File: config.mk
export PLATFORM = sky130hd
export DESIGN_NAME = decay_ode_stepper
export DESIGN_NICKNAME = d
export VERILOG_FILES = /design/src/dos_pkg.sv /design/src/dos_useq.sv /design/src/dos_dpath.sv /design/src/decay_ode_stepper.sv
export SDC_FILE = /design/constraint.sdc
export NUM_CORES = 2
export LEC_CHECK = 0
export CELL_PAD_IN_SITES_DETAIL_PLACEMENT = 2
export CELL_PAD_IN_SITES_GLOBAL_PLACEMENT = 2
export CORE_UTILIZATION = 43
export CTS_CLUSTER_SIZE = 24
export DETAILED_ROUTE_END_ITERATION = 6
export DONT_BUFFER_PORTS = 1
export GPL_ROUTABILITY_DRIVEN = 0
export GPL_TIMING_DRIVEN = 0
export PLACE_DENSITY = 0.93
export SETUP_SLACK_MARGIN = 0.02
export SYNTH_ARGS = -nofsm -noshare
export SYNTH_HDL_FRONTEND = slang
export SYNTH_SLANG_ARGS = --single-unit
File: constraint.sdc
create_clock -name clk -period 15.35 [get_ports clk]
set_clock_uncertainty 0.2 [all_clocks]
set_input_delay 0.7675 -clock clk [delete_from_list [all_inputs] [get_ports clk]]
set_output_delay 0.7675 -clock clk [all_outputs]
set_load 0.01 [all_outputs]
File: src/dos_pkg.sv
`timescale 1ns / 1ps
`default_nettype none
// ----------------------------------------------------------------------------
// dos_pkg
// Shared widths, codes, microprogram and fixed-point helpers for the decay
// equation stepper.
// ----------------------------------------------------------------------------
package dos_pkg;

    // number formats
    localparam int FRAC_BITS = 24;
    localparam int Q_W       = 32;           // stored values, Q8.24
    localparam int H_W       = Q_W + 1;      // step or time difference, exact
    localparam int P_W       = H_W + Q_W;    // full product
    localparam int S_W       = Q_W + 4;      // k1 + 2*k2 + 2*k3 + k4, exact
    localparam int STEP_W    = 31;           // step_size register
    localparam int CFG_IDX_W = 3;

    localparam logic signed [Q_W-1:0] Q_MAX = {1'b0, {(Q_W-1){1'b1}}};
    localparam logic signed [Q_W-1:0] Q_MIN = {1'b1, {(Q_W-1){1'b0}}};
    localparam logic signed [P_W:0]   RND_HALF = (P_W+1)'(1) <<< (FRAC_BITS - 1);

    // divide by three, one byte digit per cycle
    localparam int DIGIT_W    = 8;
    localparam int DIV_STEPS  = 5;
    localparam int DVD_W      = DIGIT_W * DIV_STEPS;
    localparam int CUR_W      = DIGIT_W + 2;
    localparam int DIV3_MUL   = 683;         // 2^11 / 3, exact below 768
    localparam int DIV3_SHIFT = 11;
    localparam int DCNT_W     = 3;

    // method codes
    localparam logic [1:0] METHOD_EULER = 2'd0;
    localparam logic [1:0] METHOD_RK2   = 2'd1;
    localparam logic [1:0] METHOD_RK4   = 2'd2;

    // configuration register indexes
    localparam logic [CFG_IDX_W-1:0] CFG_METHOD = 3'd0;
    localparam logic [CFG_IDX_W-1:0] CFG_STEP   = 3'd1;
    localparam logic [CFG_IDX_W-1:0] CFG_START  = 3'd2;
    localparam logic [CFG_IDX_W-1:0] CFG_VALUE  = 3'd3;
    localparam logic [CFG_IDX_W-1:0] CFG_LOWER  = 3'd4;
    localparam logic [CFG_IDX_W-1:0] CFG_UPPER  = 3'd5;

    // configuration reset values
    localparam logic [1:0]            RST_METHOD = METHOD_RK4;
    localparam logic [STEP_W-1:0]     RST_STEP   = 31'd1677722;
    localparam logic signed [Q_W-1:0] RST_START  = 32'sd0;
    localparam logic signed [Q_W-1:0] RST_VALUE  = 32'sd16777216;
    localparam logic signed [Q_W-1:0] RST_LOWER  = 32'sd0;
    localparam logic signed [Q_W-1:0] RST_UPPER  = 32'sd50331648;

    // micro-operations
    localparam logic [2:0] OP_NOP   = 3'd0;
    localparam logic [2:0] OP_INIT  = 3'd1;  // k = f(x), s = k
    localparam logic [2:0] OP_MUL   = 3'd2;  // p = h or h/2 times k
    localparam logic [2:0] OP_STAGE = 3'd3;  // k = f(x + p), s += k or 2k
    localparam logic [2:0] OP_FINAL = 3'd4;  // x = x + p
    localparam logic [2:0] OP_DPREP = 3'd5;  // load (s + 3) / 2 for divide by 3
    localparam logic [2:0] OP_DSTEP = 3'd6;  // one quotient digit
    localparam logic [2:0] OP_DFIN  = 3'd7;  // k = signed quotient

    // microprogram entry points
    localparam int UPC_W = 5;
    localparam logic [UPC_W-1:0] ENTRY_EULER = 5'd0;
    localparam logic [UPC_W-1:0] ENTRY_RK2   = 5'd3;
    localparam logic [UPC_W-1:0] ENTRY_RK4   = 5'd8;
    localparam logic [UPC_W-1:0] DLOOP_ADDR  = 5'd16;

    typedef struct packed {
        logic [2:0]       op;
        logic             half;   // multiply by h/2
        logic             dbl;    // add 2k to the running sum
        logic             loop;   // jump to tgt while divide digits remain
        logic             fin;    // last word of the routine
        logic [UPC_W-1:0] tgt;
    } uop_t;

    typedef struct packed {
        logic busy;
        logic done;
    } seq_stat_t;

    typedef struct packed {
        logic                   en;
        logic                   load_x;
        logic signed [Q_W-1:0]  x;
        logic signed [H_W-1:0]  h;
    } dp_load_t;

    function automatic uop_t uw(input logic [2:0] op, input logic half, input logic dbl,
                                input logic loop, input logic fin);
        uop_t w;
        w.op   = op;
        w.half = half;
        w.dbl  = dbl;
        w.loop = loop;
        w.fin  = fin;
        w.tgt  = DLOOP_ADDR;
        return w;
    endfunction

    // control store
    function automatic uop_t ucode_rom(input logic [UPC_W-1:0] addr);
        uop_t w;
        case (addr)
            // euler, also the start-point carry
            5'd0:    w = uw(OP_INIT,  1'b0, 1'b0, 1'b0, 1'b0);
            5'd1:    w = uw(OP_MUL,   1'b0, 1'b0, 1'b0, 1'b0);
            5'd2:    w = uw(OP_FINAL, 1'b0, 1'b0, 1'b0, 1'b1);
            // midpoint rk2
            5'd3:    w = uw(OP_INIT,  1'b0, 1'b0, 1'b0, 1'b0);
            5'd4:    w = uw(OP_MUL,   1'b1, 1'b0, 1'b0, 1'b0);
            5'd5:    w = uw(OP_STAGE, 1'b0, 1'b0, 1'b0, 1'b0);
            5'd6:    w = uw(OP_MUL,   1'b0, 1'b0, 1'b0, 1'b0);
            5'd7:    w = uw(OP_FINAL, 1'b0, 1'b0, 1'b0, 1'b1);
            // classic rk4
            5'd8:    w = uw(OP_INIT,  1'b0, 1'b0, 1'b0, 1'b0);
            5'd9:    w = uw(OP_MUL,   1'b1, 1'b0, 1'b0, 1'b0);
            5'd10:   w = uw(OP_STAGE, 1'b0, 1'b1, 1'b0, 1'b0);
            5'd11:   w = uw(OP_MUL,   1'b1, 1'b0, 1'b0, 1'b0);
            5'd12:   w = uw(OP_STAGE, 1'b0, 1'b1, 1'b0, 1'b0);
            5'd13:   w = uw(OP_MUL,   1'b0, 1'b0, 1'b0, 1'b0);
            5'd14:   w = uw(OP_STAGE, 1'b0, 1'b0, 1'b0, 1'b0);
            5'd15:   w = uw(OP_DPREP, 1'b0, 1'b0, 1'b0, 1'b0);
            5'd16:   w = uw(OP_DSTEP, 1'b0, 1'b0, 1'b1, 1'b0);
            5'd17:   w = uw(OP_DFIN,  1'b0, 1'b0, 1'b0, 1'b0);
            5'd18:   w = uw(OP_MUL,   1'b0, 1'b0, 1'b0, 1'b0);
            5'd19:   w = uw(OP_FINAL, 1'b0, 1'b0, 1'b0, 1'b1);
            default: w = uw(OP_NOP,   1'b0, 1'b0, 1'b0, 1'b1);
        endcase
        return w;
    endfunction

    // clamp a wide signed value to the stored range
    function automatic logic signed [Q_W-1:0] sat_q(input logic signed [P_W:0] v);
        logic signed [P_W:0] lim_hi;
        logic signed [P_W:0] lim_lo;
        lim_hi = (P_W+1)'(Q_MAX);
        lim_lo = (P_W+1)'(Q_MIN);
        if (v > lim_hi) return Q_MAX;
        if (v < lim_lo) return Q_MIN;
        return v[Q_W-1:0];
    endfunction

    // right-hand side f(x) = -x, saturated
    function automatic logic signed [Q_W-1:0] neg_sat(input logic signed [Q_W-1:0] v);
        return (v == Q_MIN) ? Q_MAX : -v;
    endfunction

endpackage
`default_nettype wire

File: src/dos_useq.sv
`timescale 1ns / 1ps
`default_nettype none
// ----------------------------------------------------------------------------
// dos_useq
// Microprogram sequencer: step counter over the control store, with a
// conditional jump used by the divide loop.
// ----------------------------------------------------------------------------
module dos_useq (
    input  wire logic                        clk,
    input  wire logic                        rst_n,
    input  wire logic                        start,
    input  wire logic [dos_pkg::UPC_W-1:0]   entry,
    input  wire logic                        div_zero,
    output dos_pkg::uop_t                    ctl,
    output dos_pkg::seq_stat_t               stat
);

    logic [dos_pkg::UPC_W-1:0] upc_reg;
    logic [dos_pkg::UPC_W-1:0] upc_next;
    logic                      busy_reg;
    logic                      busy_next;
    dos_pkg::uop_t             word;

    // fetch
    assign word = dos_pkg::ucode_rom(upc_reg);

    // next step
    always_comb
    begin
        upc_next  = upc_reg;
        busy_next = busy_reg;
        if (start)
        begin
            upc_next  = entry;
            busy_next = 1'b1;
        end
        else if (busy_reg)
        begin
            if (word.fin)
                busy_next = 1'b0;
            else if (word.loop && !div_zero)
                upc_next = word.tgt;
            else
                upc_next = upc_reg + 1'b1;
        end
    end

    always_ff @(posedge clk or negedge rst_n)
    begin
        if (!rst_n)
        begin
            upc_reg  <= '0;
            busy_reg <= 1'b0;
        end
        else
        begin
            upc_reg  <= upc_next;
            busy_reg <= busy_next;
        end
    end

    // issue the word only while a routine runs
    always_comb
    begin
        ctl = word;
        if (!busy_reg)
        begin
            ctl.op   = dos_pkg::OP_NOP;
            ctl.loop = 1'b0;
            ctl.fin  = 1'b0;
        end
    end

    assign stat.busy = busy_reg;
    assign stat.done = busy_reg && word.fin;

endmodule
`default_nettype wire

File: src/dos_dpath.sv
`timescale 1ns / 1ps
`default_nettype none
// ----------------------------------------------------------------------------
// dos_dpath
// Datapath under microcode control: solution value, shared multiplier with
// rounding and saturation, stage sum and a byte-serial divide by three.
// ----------------------------------------------------------------------------
module dos_dpath (
    input  wire logic                          clk,
    input  wire logic                          rst_n,
    input  wire dos_pkg::uop_t                 ctl,
    input  wire dos_pkg::dp_load_t             ld,
    output logic signed [dos_pkg::Q_W-1:0]     x_value,
    output logic                               div_zero
);

    logic signed [dos_pkg::Q_W-1:0]   x_reg;
    logic signed [dos_pkg::H_W-1:0]   h_reg;
    logic signed [dos_pkg::Q_W-1:0]   k_reg;
    logic signed [dos_pkg::S_W-1:0]   s_reg;
    logic signed [dos_pkg::P_W-1:0]   p_reg;
    logic [dos_pkg::DVD_W-1:0]        dvd_reg;
    logic [1:0]                       rem_reg;
    logic                             neg_reg;
    logic [dos_pkg::DCNT_W-1:0]       dcnt_reg;

    logic signed [dos_pkg::H_W-1:0]   a_op;
    logic signed [dos_pkg::P_W-1:0]   prod;
    logic signed [dos_pkg::P_W:0]     rnd_full;
    logic signed [dos_pkg::Q_W-1:0]   mres;
    logic signed [dos_pkg::P_W:0]     ysum;
    logic signed [dos_pkg::Q_W-1:0]   y;
    logic signed [dos_pkg::Q_W-1:0]   k_stage;
    logic signed [dos_pkg::Q_W-1:0]   k_first;
    logic signed [dos_pkg::S_W-1:0]   k_add;
    logic signed [dos_pkg::S_W-1:0]   m_sum;
    logic signed [dos_pkg::S_W-1:0]   w_half;
    logic signed [dos_pkg::S_W-1:0]   u_mag;
    logic [dos_pkg::CUR_W-1:0]        cur;
    logic [2*dos_pkg::CUR_W-1:0]      q_wide;
    logic [dos_pkg::DIGIT_W-1:0]      q_dig;
    logic [dos_pkg::CUR_W-1:0]        rem_full;
    logic signed [dos_pkg::DVD_W-1:0] quo;

    // multiplier, h or h/2 times k
    assign a_op = ctl.half ? (h_reg >>> 1) : h_reg;
    assign prod = a_op * k_reg;

    // round to nearest, ties up, then clamp
    assign rnd_full = ((dos_pkg::P_W+1)'(p_reg) + dos_pkg::RND_HALF) >>> dos_pkg::FRAC_BITS;
    assign mres     = dos_pkg::sat_q(rnd_full);

    // stage value and its slope
    assign ysum    = (dos_pkg::P_W+1)'(x_reg) + (dos_pkg::P_W+1)'(mres);
    assign y       = dos_pkg::sat_q(ysum);
    assign k_stage = dos_pkg::neg_sat(y);
    assign k_first = dos_pkg::neg_sat(x_reg);
    assign k_add   = ctl.dbl ? (dos_pkg::S_W'(k_stage) <<< 1) : dos_pkg::S_W'(k_stage);

    // (s + 3) / 6 as ((s + 3) >> 1) / 3 on a magnitude
    assign m_sum  = s_reg + dos_pkg::S_W'(3);
    assign w_half = m_sum >>> 1;
    assign u_mag  = w_half[dos_pkg::S_W-1] ? (dos_pkg::S_W'(2) - w_half) : w_half;

    // one quotient byte
    assign cur      = {rem_reg, dvd_reg[dos_pkg::DVD_W-1 -: dos_pkg::DIGIT_W]};
    assign q_wide   = ((2*dos_pkg::CUR_W)'(cur) * (2*dos_pkg::CUR_W)'(dos_pkg::DIV3_MUL))
                      >> dos_pkg::DIV3_SHIFT;
    assign q_dig    = q_wide[dos_pkg::DIGIT_W-1:0];
    assign rem_full = cur - dos_pkg::CUR_W'(q_dig) * dos_pkg::CUR_W'(3);
    assign quo      = neg_reg ? -$signed(dvd_reg) : $signed(dvd_reg);

    // control counter for the divide loop
    always_ff @(posedge clk or negedge rst_n)
    begin
        if (!rst_n)
            dcnt_reg <= '0;
        else if (ctl.op == dos_pkg::OP_DPREP)
            dcnt_reg <= dos_pkg::DCNT_W'(dos_pkg::DIV_STEPS - 1);
        else if (ctl.op == dos_pkg::OP_DSTEP && dcnt_reg != '0)
            dcnt_reg <= dcnt_reg - 1'b1;
    end

    assign div_zero = (dcnt_reg == '0);

    // solution value and step, value reads as zero before the first restart
    always_ff @(posedge clk or negedge rst_n)
    begin
        if (!rst_n)
        begin
            x_reg <= '0;
            h_reg <= '0;
        end
        else if (ld.en)
        begin
            h_reg <= ld.h;
            if (ld.load_x)
                x_reg <= ld.x;
        end
        else if (ctl.op == dos_pkg::OP_FINAL)
            x_reg <= y;
    end

    // working registers
    always_ff @(posedge clk)
    begin
        case (ctl.op)
            dos_pkg::OP_INIT:
            begin
                k_reg <= k_first;
                s_reg <= dos_pkg::S_W'(k_first);
            end
            dos_pkg::OP_MUL:
                p_reg <= prod;
            dos_pkg::OP_STAGE:
            begin
                k_reg <= k_stage;
                s_reg <= s_reg + k_add;
            end
            dos_pkg::OP_DPREP:
            begin
                dvd_reg <= dos_pkg::DVD_W'(u_mag);
                rem_reg <= 2'b00;
                neg_reg <= w_half[dos_pkg::S_W-1];
            end
            dos_pkg::OP_DSTEP:
            begin
                dvd_reg <= {dvd_reg[dos_pkg::DVD_W-dos_pkg::DIGIT_W-1:0], q_dig};
                rem_reg <= rem_full[1:0];
            end
            dos_pkg::OP_DFIN:
                k_reg <= quo[dos_pkg::Q_W-1:0];
            default:
            begin
            end
        endcase
    end

    assign x_value = x_reg;

endmodule
`default_nettype wire

File: src/decay_ode_stepper.sv
`timescale 1ns / 1ps
`default_nettype none
// ----------------------------------------------------------------------------
// decay_ode_stepper
// Fixed-step integrator for dx/dt = -x by Euler, midpoint RK2 or classic
// RK4 in saturating Q8.24, run by a microprogram over one shared multiplier.
// ----------------------------------------------------------------------------
//  channel  | direction | handshake           | payload
//  ---------+-----------+---------------------+-------------------------------
//  in       | in        | in_valid / in_stall | restart
//  out      | out       | out_valid/out_stall | t_value, x_value, advanced, last
//  cfg      | in        | cfg_valid/cfg_ready | cfg_index, cfg_data
//
//  One item at a time. An item that runs no routine goes straight to the
//  emit state; otherwise the time to a result is set by the microprogram
//  length of Euler (also run by a restart that carries x forward), RK2 or
//  RK4, with RK4 also spending time in the byte-serial divide by three.
//  in_stall is high while an item is in work; a new item is taken while
//  the previous result still waits in the output register.
//  Reset clears control, state flags and loads the register defaults.
// ----------------------------------------------------------------------------
module decay_ode_stepper (
    input  wire logic                                  clk,
    input  wire logic                                  rst_n,
    input  wire logic                                  in_valid,
    output logic                                       in_stall,
    input  wire logic                                  restart,
    output logic                                       out_valid,
    input  wire logic                                  out_stall,
    output logic signed [dos_pkg::Q_W-1:0]             t_value,
    output logic signed [dos_pkg::Q_W-1:0]             x_value,
    output logic                                       advanced,
    output logic                                       last,
    input  wire logic                                  cfg_valid,
    output logic                                       cfg_ready,
    input  wire logic [dos_pkg::CFG_IDX_W-1:0]         cfg_index,
    input  wire logic [dos_pkg::Q_W-1:0]               cfg_data
);

    localparam logic [1:0] ST_IDLE = 2'd0;
    localparam logic [1:0] ST_RUN  = 2'd1;
    localparam logic [1:0] ST_EMIT = 2'd2;

    // configuration registers
    logic [1:0]                        method_reg;
    logic [dos_pkg::STEP_W-1:0]        step_reg;
    logic signed [dos_pkg::Q_W-1:0]    start_t_reg;
    logic signed [dos_pkg::Q_W-1:0]    start_x_reg;
    logic signed [dos_pkg::Q_W-1:0]    lower_reg;
    logic signed [dos_pkg::Q_W-1:0]    upper_reg;

    // integration state
    logic signed [dos_pkg::Q_W-1:0]    t_reg;
    logic                              running_reg;
    logic                              finished_reg;
    logic                              adv_reg;
    logic [1:0]                        state_reg;
    logic [1:0]                        state_next;

    // output register
    logic                              out_valid_reg;
    logic signed [dos_pkg::Q_W-1:0]    out_t_reg;
    logic signed [dos_pkg::Q_W-1:0]    out_x_reg;
    logic                              out_adv_reg;
    logic                              out_last_reg;

    logic                              in_take;
    logic                              out_free;
    logic                              cfg_take;
    logic                              do_step;
    logic                              seq_start;
    logic [dos_pkg::UPC_W-1:0]         seq_entry;
    logic [dos_pkg::UPC_W-1:0]         method_entry;
    dos_pkg::uop_t                     ctl;
    dos_pkg::seq_stat_t                seq_stat;
    dos_pkg::dp_load_t                 ld;
    logic signed [dos_pkg::Q_W-1:0]    x_now;
    logic                              div_zero;

    // time arithmetic
    logic [dos_pkg::STEP_W-1:0]        h_eff;
    logic signed [dos_pkg::H_W-1:0]    t_ext;
    logic signed [dos_pkg::H_W-1:0]    h_ext;
    logic signed [dos_pkg::H_W-1:0]    up_ext;
    logic signed [dos_pkg::H_W-1:0]    tn_ext;
    logic                              overshoot;
    logic signed [dos_pkg::H_W-1:0]    h_step;
    logic signed [dos_pkg::Q_W-1:0]    tn;
    logic signed [dos_pkg::Q_W-1:0]    t0;
    logic signed [dos_pkg::H_W-1:0]    dt;
    logic                              carry;

    assign in_take   = in_valid && !in_stall;
    assign in_stall  = (state_reg != ST_IDLE);
    assign out_free  = !out_valid_reg || !out_stall;
    assign cfg_ready = 1'b1;
    assign cfg_take  = cfg_valid && cfg_ready;

    // configuration writes
    always_ff @(posedge clk or negedge rst_n)
    begin
        if (!rst_n)
        begin
            method_reg  <= dos_pkg::RST_METHOD;
            step_reg    <= dos_pkg::RST_STEP;
            start_t_reg <= dos_pkg::RST_START;
            start_x_reg <= dos_pkg::RST_VALUE;
            lower_reg   <= dos_pkg::RST_LOWER;
            upper_reg   <= dos_pkg::RST_UPPER;
        end
        else if (cfg_take)
        begin
            case (cfg_index)
                dos_pkg::CFG_METHOD: method_reg  <= cfg_data[1:0];
                dos_pkg::CFG_STEP:   step_reg    <= cfg_data[dos_pkg::STEP_W-1:0];
                dos_pkg::CFG_START:  start_t_reg <= cfg_data;
                dos_pkg::CFG_VALUE:  start_x_reg <= cfg_data;
                dos_pkg::CFG_LOWER:  lower_reg   <= cfg_data;
                dos_pkg::CFG_UPPER:  upper_reg   <= cfg_data;
                default:
                begin
                end
            endcase
        end
    end

    // next time point, clipped to the upper bound
    assign h_eff     = (step_reg == '0) ? dos_pkg::STEP_W'(1) : step_reg;
    assign t_ext     = dos_pkg::H_W'(t_reg);
    assign h_ext     = $signed({2'b00, h_eff});
    assign up_ext    = dos_pkg::H_W'(upper_reg);
    assign tn_ext    = t_ext + h_ext;
    assign overshoot = (tn_ext > up_ext);
    assign h_step    = overshoot ? (up_ext - t_ext) : h_ext;
    assign tn        = overshoot ? upper_reg : tn_ext[dos_pkg::Q_W-1:0];

    // restart point and carry distance
    assign t0    = (start_t_reg > lower_reg) ? start_t_reg : lower_reg;
    assign dt    = dos_pkg::H_W'(t0) - dos_pkg::H_W'(start_t_reg);
    assign carry = (t0 > start_t_reg);

    // method routine, unused code runs rk4
    always_comb
    begin
        case (method_reg)
            dos_pkg::METHOD_EULER: method_entry = dos_pkg::ENTRY_EULER;
            dos_pkg::METHOD_RK2:   method_entry = dos_pkg::ENTRY_RK2;
            default:               method_entry = dos_pkg::ENTRY_RK4;
        endcase
    end

    // item decode
    assign do_step   = !restart && running_reg && !finished_reg;
    assign seq_start = in_take && (restart ? carry : do_step);
    assign seq_entry = restart ? dos_pkg::ENTRY_EULER : method_entry;

    always_comb
    begin
        ld.en     = in_take && (restart || do_step);
        ld.load_x = restart;
        ld.x      = start_x_reg;
        ld.h      = restart ? dt : h_step;
    end

    // integration state update at accept
    always_ff @(posedge clk or negedge rst_n)
    begin
        if (!rst_n)
        begin
            t_reg        <= '0;
            running_reg  <= 1'b0;
            finished_reg <= 1'b0;
            adv_reg      <= 1'b0;
        end
        else if (in_take)
        begin
            adv_reg <= restart || do_step;
            if (restart)
            begin
                t_reg        <= t0;
                running_reg  <= 1'b1;
                finished_reg <= (t0 >= upper_reg);
            end
            else if (do_step)
            begin
                t_reg        <= tn;
                finished_reg <= (tn >= upper_reg);
            end
        end
    end

    // control state
    always_comb
    begin
        state_next = state_reg;
        case (state_reg)
            ST_IDLE:
                if (in_take)
                    state_next = seq_start ? ST_RUN : ST_EMIT;
            ST_RUN:
                if (seq_stat.done)
                    state_next = ST_EMIT;
            ST_EMIT:
                if (out_free)
                    state_next = ST_IDLE;
            default:
                state_next = ST_IDLE;
        endcase
    end

    always_ff @(posedge clk or negedge rst_n)
    begin
        if (!rst_n)
            state_reg <= ST_IDLE;
        else
            state_reg <= state_next;
    end

    // output register
    always_ff @(posedge clk or negedge rst_n)
    begin
        if (!rst_n)
            out_valid_reg <= 1'b0;
        else if (state_reg == ST_EMIT && out_free)
            out_valid_reg <= 1'b1;
        else if (!out_stall)
            out_valid_reg <= 1'b0;
    end

    always_ff @(posedge clk)
    begin
        if (state_reg == ST_EMIT && out_free)
        begin
            out_t_reg    <= t_reg;
            out_x_reg    <= x_now;
            out_adv_reg  <= adv_reg;
            out_last_reg <= running_reg && finished_reg;
        end
    end

    assign out_valid = out_valid_reg;
    assign t_value   = out_t_reg;
    assign x_value   = out_x_reg;
    assign advanced  = out_adv_reg;
    assign last      = out_last_reg;

    // sequencer and datapath
    dos_useq u_useq (
        .clk      (clk),
        .rst_n    (rst_n),
        .start    (seq_start),
        .entry    (seq_entry),
        .div_zero (div_zero),
        .ctl      (ctl),
        .stat     (seq_stat)
    );

    dos_dpath u_dpath (
        .clk      (clk),
        .rst_n    (rst_n),
        .ctl      (ctl),
        .ld       (ld),
        .x_value  (x_now),
        .div_zero (div_zero)
    );

    // the microprogram runs exactly while the control state says so
    a_run_matches_seq: assert property (@(posedge clk) disable iff (!rst_n)
        (state_reg == ST_RUN) == seq_stat.busy)
        else $error("sequencer activity out of step with control state");

    // a finished trajectory was always started
    a_finished_running: assert property (@(posedge clk) disable iff (!rst_n)
        finished_reg |-> running_reg)
        else $error("finished flag set without a started trajectory");

    // a new result only comes from the emit state
    a_emit_source: assert property (@(posedge clk) disable iff (!rst_n)
        $rose(out_valid_reg) |-> $past(state_reg == ST_EMIT))
        else $error("result presented outside the emit state");

endmodule
`default_nettype wire

==> results.cfg, run 1 <==
[status]
status = stopped before the end
haltStage = global routing
error_line = [ERROR GRT-0116] Global routing finished with congestion. Check the congestion regions in the DRC Viewer.

[logic_synthesis]
synth.distinct_cells = 97
synth_edf_count = 219
ys_warn_count = 0
ys_seq_area_share_pct = 17.8
synth_flop_cell = dfrtp_1
syn_avg_cell_area_um2 = 9.07
syn-num-nets = 10100
syn_inst = 8323
synth_area_leaders = fa_1 30%, ha_1 9.1%, edfxtp_1 8.7%
synth_top_cell_by_area = fa_1
synth_top_area_share_pct = 30.2
syn_area_um2 = 75500
synth_seq_cells = 492
synthArstFlopShare_pct = 55.5

[global_routing]
grt_max_degree = 274
grt_pass1_wl_mm = 894
grtUsageTotal_pct = 72.4
overflow = 98
grt_pass1_vias = 100000

[clock_tree]
numCtsBuffers = 56
cts_sinks = 492
htreeDepth = 2
root_buffer = clkbuf_16
clk_path_buf_depth = 3

[die]
rows = 153
die_h_um = 421
die_w_um = 421
start_util_pct = 43.4
ios = 110

[placement]
dp_hpwl_mm = 339
portBuffers = 0
place_inst = 10700
==> cells by family after synthesis <==
kind of cell	after synthesis	share of synthesized area (%)
fa+ha+maj	1700	39.5
xor+xnor	349	4.07
mux	268	3.83
other cells	1	0.00497
flops	492	17.8
simple gates	2414	15.0
buf+inv	1767	8.81
compound gates	1332	11.1
==> synth_stat cells (all sizes together), types with 41 or more instances <==
cell type,n
fa,1137
nand2b,48
nand2,1190
mux2i,102
xnor2,197
nor3,106
nand4,79
a21o,167
or2,61
edfxtp,219
clkbuf,369
mux2,166
o21ai,396
o21a,60
nor2,315
xor2,151
and2,278
ha,551
nor2b,51
dfrtp,258
and3,43
inv,1375
a21oi,333
a31oi,66
or3,46
o31ai,41
nand3,89
==> repair_timing <==
action / in CTS
resized for setup: 13
hold buffers: 28
setup buffers: 0
endpoints found under the hold margin: 336
endpoints found under the setup margin: 30
==> per-stage QoR <==
stage / TNS (ps) / setup slack [ps] / instance area [µm²]
floorplan: 0 / 4410 / 75500
global placement: 0 / 199 / 78400
detailed placement: -6630 / -898 / 78600
CTS: 0 / 140 / 80900
==> layer usage <==
layer | GRT usage, % | overflow
met5 | 43.4 | 0
met4 | 73.7 | 52
met3 | 62.0 | 2
met2 | 86.1 | 41
met1 | 69.5 | 3
==> run 2: changes to the inputs <==
==> config.mk (replaced) <==
export PLATFORM = sky130hd
export DESIGN_NAME = decay_ode_stepper
export DESIGN_NICKNAME = d
export VERILOG_FILES = /design/src/dos_pkg.sv /design/src/dos_useq.sv /design/src/dos_dpath.sv /design/src/decay_ode_stepper.sv
export SDC_FILE = /design/constraint.sdc
export NUM_CORES = 2
export LEC_CHECK = 0
export CORE_UTILIZATION = 40
export DETAILED_ROUTE_END_ITERATION = 6
export DONT_BUFFER_PORTS = 1
export GPL_ROUTABILITY_DRIVEN = 0
export GPL_TIMING_DRIVEN = 0
export PLACE_DENSITY_LB_ADDON = 0.15
export SYNTH_ARGS = -nofsm -noshare
export SYNTH_HDL_FRONTEND = slang
export SYNTH_SLANG_ARGS = --single-unit
==> run 2 against run 1 <==
  * The run now ends clean
  * Area after synthesis stayed put
  * Synthesized cell count stayed put
==> results.cfg, run 2 <==
[status]
status = finished clean

[logic_synthesis]
synthArstFlopShare_pct = 55.5
synth_edf_count = 219
synth_area_leaders = fa_1 30%, ha_1 9.1%, edfxtp_1 8.7%
synth_flop_cell = dfrtp_1
syn-num-nets = 10100
syn_avg_cell_area_um2 = 9.07
syn_area_um2 = 75500
post-synth-top-count-cell = inv_1
synth_top_cell_by_area = fa_1
ys_seq_area_share_pct = 17.8
synth.distinct_cells = 97
ys_warn_count = 0
syn_inst = 8323
synth_commonest_cells = 1374 x inv_1, 1189 x nand2_1, 1137 x fa_1
synth_seq_cells = 492
synth_top_area_share_pct = 30.2

[sta]
rsz0062_at_grt = no
drv_slew = 0
slew_headroom_pct = 10.0
finalHoldViolCount = 0
setup_viol = 0
fmaxAchievable_mhz = 68.7
fin_ws_ps = 796
worst_slew_pin_slew_ps = 1350
tns_ps = 0
finalCriticalPeriod_ps = 14550
finalCritPeriodShare_pct = 94.8

[global_routing]
antenna_found_initial = 25
grt_max_degree = 274
overflow = 0
grt_pass1_wl_mm = 419
grt_pass1_vias = 63500
grtUsageTotal_pct = 29.9

[setup_path]
cp_slowest_cell = o21ai_1
endpoint_kind = flop
crit_arrival_ps = 14830
r2r_start = u_dpath.p_reg[29]$_DFFE_PN_
reg2reg_depth = 47
max_stage_delay_ps = 680
reg2reg_to = u_dpath.s_reg[35]$_DFFE_PP_
reg2reg_slack_ps = 800
startpoint = u_dpath.p_reg[29]$_DFFE_PN_
path_max_fanout = 10
critPathKind = reg2reg
critPathLaunchType = flop
required_ps = 15620

[die]
die_area_um2 = 190000
die_w_um = 436
die_h_um = 436
core-area_um2 = 188000
rows = 159
ios = 110
start_util_pct = 40.2

[drt]
num_vias = 61000
ant_nets = 0
via_per_inst = 5.55
drc = 0
wl_mm = 282
firstDrtPassIters = 5
drtIter0Drc = 5041
wire_per_inst_um = 25.6

[placement]
place_ws_ps = 141
portBuffers = 0
dp_hpwl_mm = 232

[clock_tree]
cts_tree = built
htreeDepth = 2
numCtsBuffers = 60
clk_transition_reported_paths_ps = 70
cts_setup_buffers = 0
clock_latency_ps = 730
clk_path_buf_depth = 3
cts_sinks = 492
root_buffer = clkbuf_16

[final_layout]
final_nets = 10200
area_delta_synth_final_pct = 7.83
final_common_cell = inv_1
layout_common_cells = 1374 x inv_1, 1188 x nand2_1, 1135 x fa_1
num-fill-cells = 18600
drive_gt1_share_pct = 4.80
largest_register_ffs = 42

[job]
cap_violations = 0

[min_path]
hold_end = method_reg[1]$_DFFE_PN1P_
hold_class = in2reg
min_path_cells = 3
hp-start = cfg_index[2]
==> run 2: cells by family after synthesis <==
group	synth area share, %
AOI/OAI and AO/OA	11.1
xor gates and xnor gates	4.07
adders and majority gates	39.5
buffers and inverters	8.81
DFF	17.8
muxes	3.83
other	0.00497
and+or+nand+nor	15.0
==> run 2: layout make-up <==
| type | count | area [µm²] | share of cell area (%) |
|---|---|---|---|
| multi-input combinational | 6064 | 55500 | 68.2 |
| sequential | 492 | 13400 | 16.5 |
| timing repair buffer | 46 | 541 | 0.664 |
| buffer | 391 | 1490 | 1.83 |
| inverter | 1376 | 5160 | 6.35 |
| tap | 2495 | 3120 | 3.84 |
| antenna | 17 | 42.5 | 0.0523 |
| clock inverter | 44 | 522 | 0.641 |
| clock buffer | 70 | 1600 | 1.97 |
==> run 2: layer usage <==
layer	vias up	routed length (µm)	GRT usage, %
met3	623	21600	5.55
met4	20	17100	15.3
met5	-	126	0
met1	30700	111000	37.6
met2	2456	132000	48.8
li1	27200	-	-
==> run 2: how the worst max path moves through the flow <==
stage	cells past startpoint	endpoint	slack, ps
2_1_floorplan	47	u_dpath.s_reg[35]$_DFFE_PP_	4410
3_3_place_gp	45	u_dpath.s_reg[35]$_DFFE_PP_	30
3_5_place_dp	47	u_dpath.s_reg[35]$_DFFE_PP_	140
4_1_cts	47	u_dpath.s_reg[35]$_DFFE_PP_	130
5_1_grt	47	u_dpath.s_reg[35]$_DFFE_PP_	60
6_report	47	u_dpath.s_reg[35]$_DFFE_PP_	800
==> run 2: timing repair <==
action | in CTS | in global routing
endpoints found under the setup margin | 0 | 9
hold buffers | 34 | 1
resized for setup | 0 | 8
hold endpoints to repair | 416 | 94
==> run 2: critical path: cells and delay by family, from the launching register on <==
kind	cells	cell delay, ps
flops	1	420
buf+inv	6	1770
compound gates	23	6200
fa+ha+maj	4	1440
mux	1	260
xor+xnor	1	270
simple gates	12	3700
==> run 2: metrics by stage <==
stage / cell area, µm² / instances / util [%] / hold slack, ps
after floorplan: 75500 / 8323 / - / 225
after global placement: 78600 / 10800 / 41.9 / 238
after detailed placement: 78800 / 10800 / 42.0 / 243
after CTS: 81300 / 11000 / 43.3 / 13.2
after global routing: 81300 / 11000 / 43.4 / 45.8
final: 81400 / 11000 / 43.4 / 47.7
Power of run 2 is not shown: default switching activity piles up to over one toggle a cycle in this logic, so the estimate is an artifact.
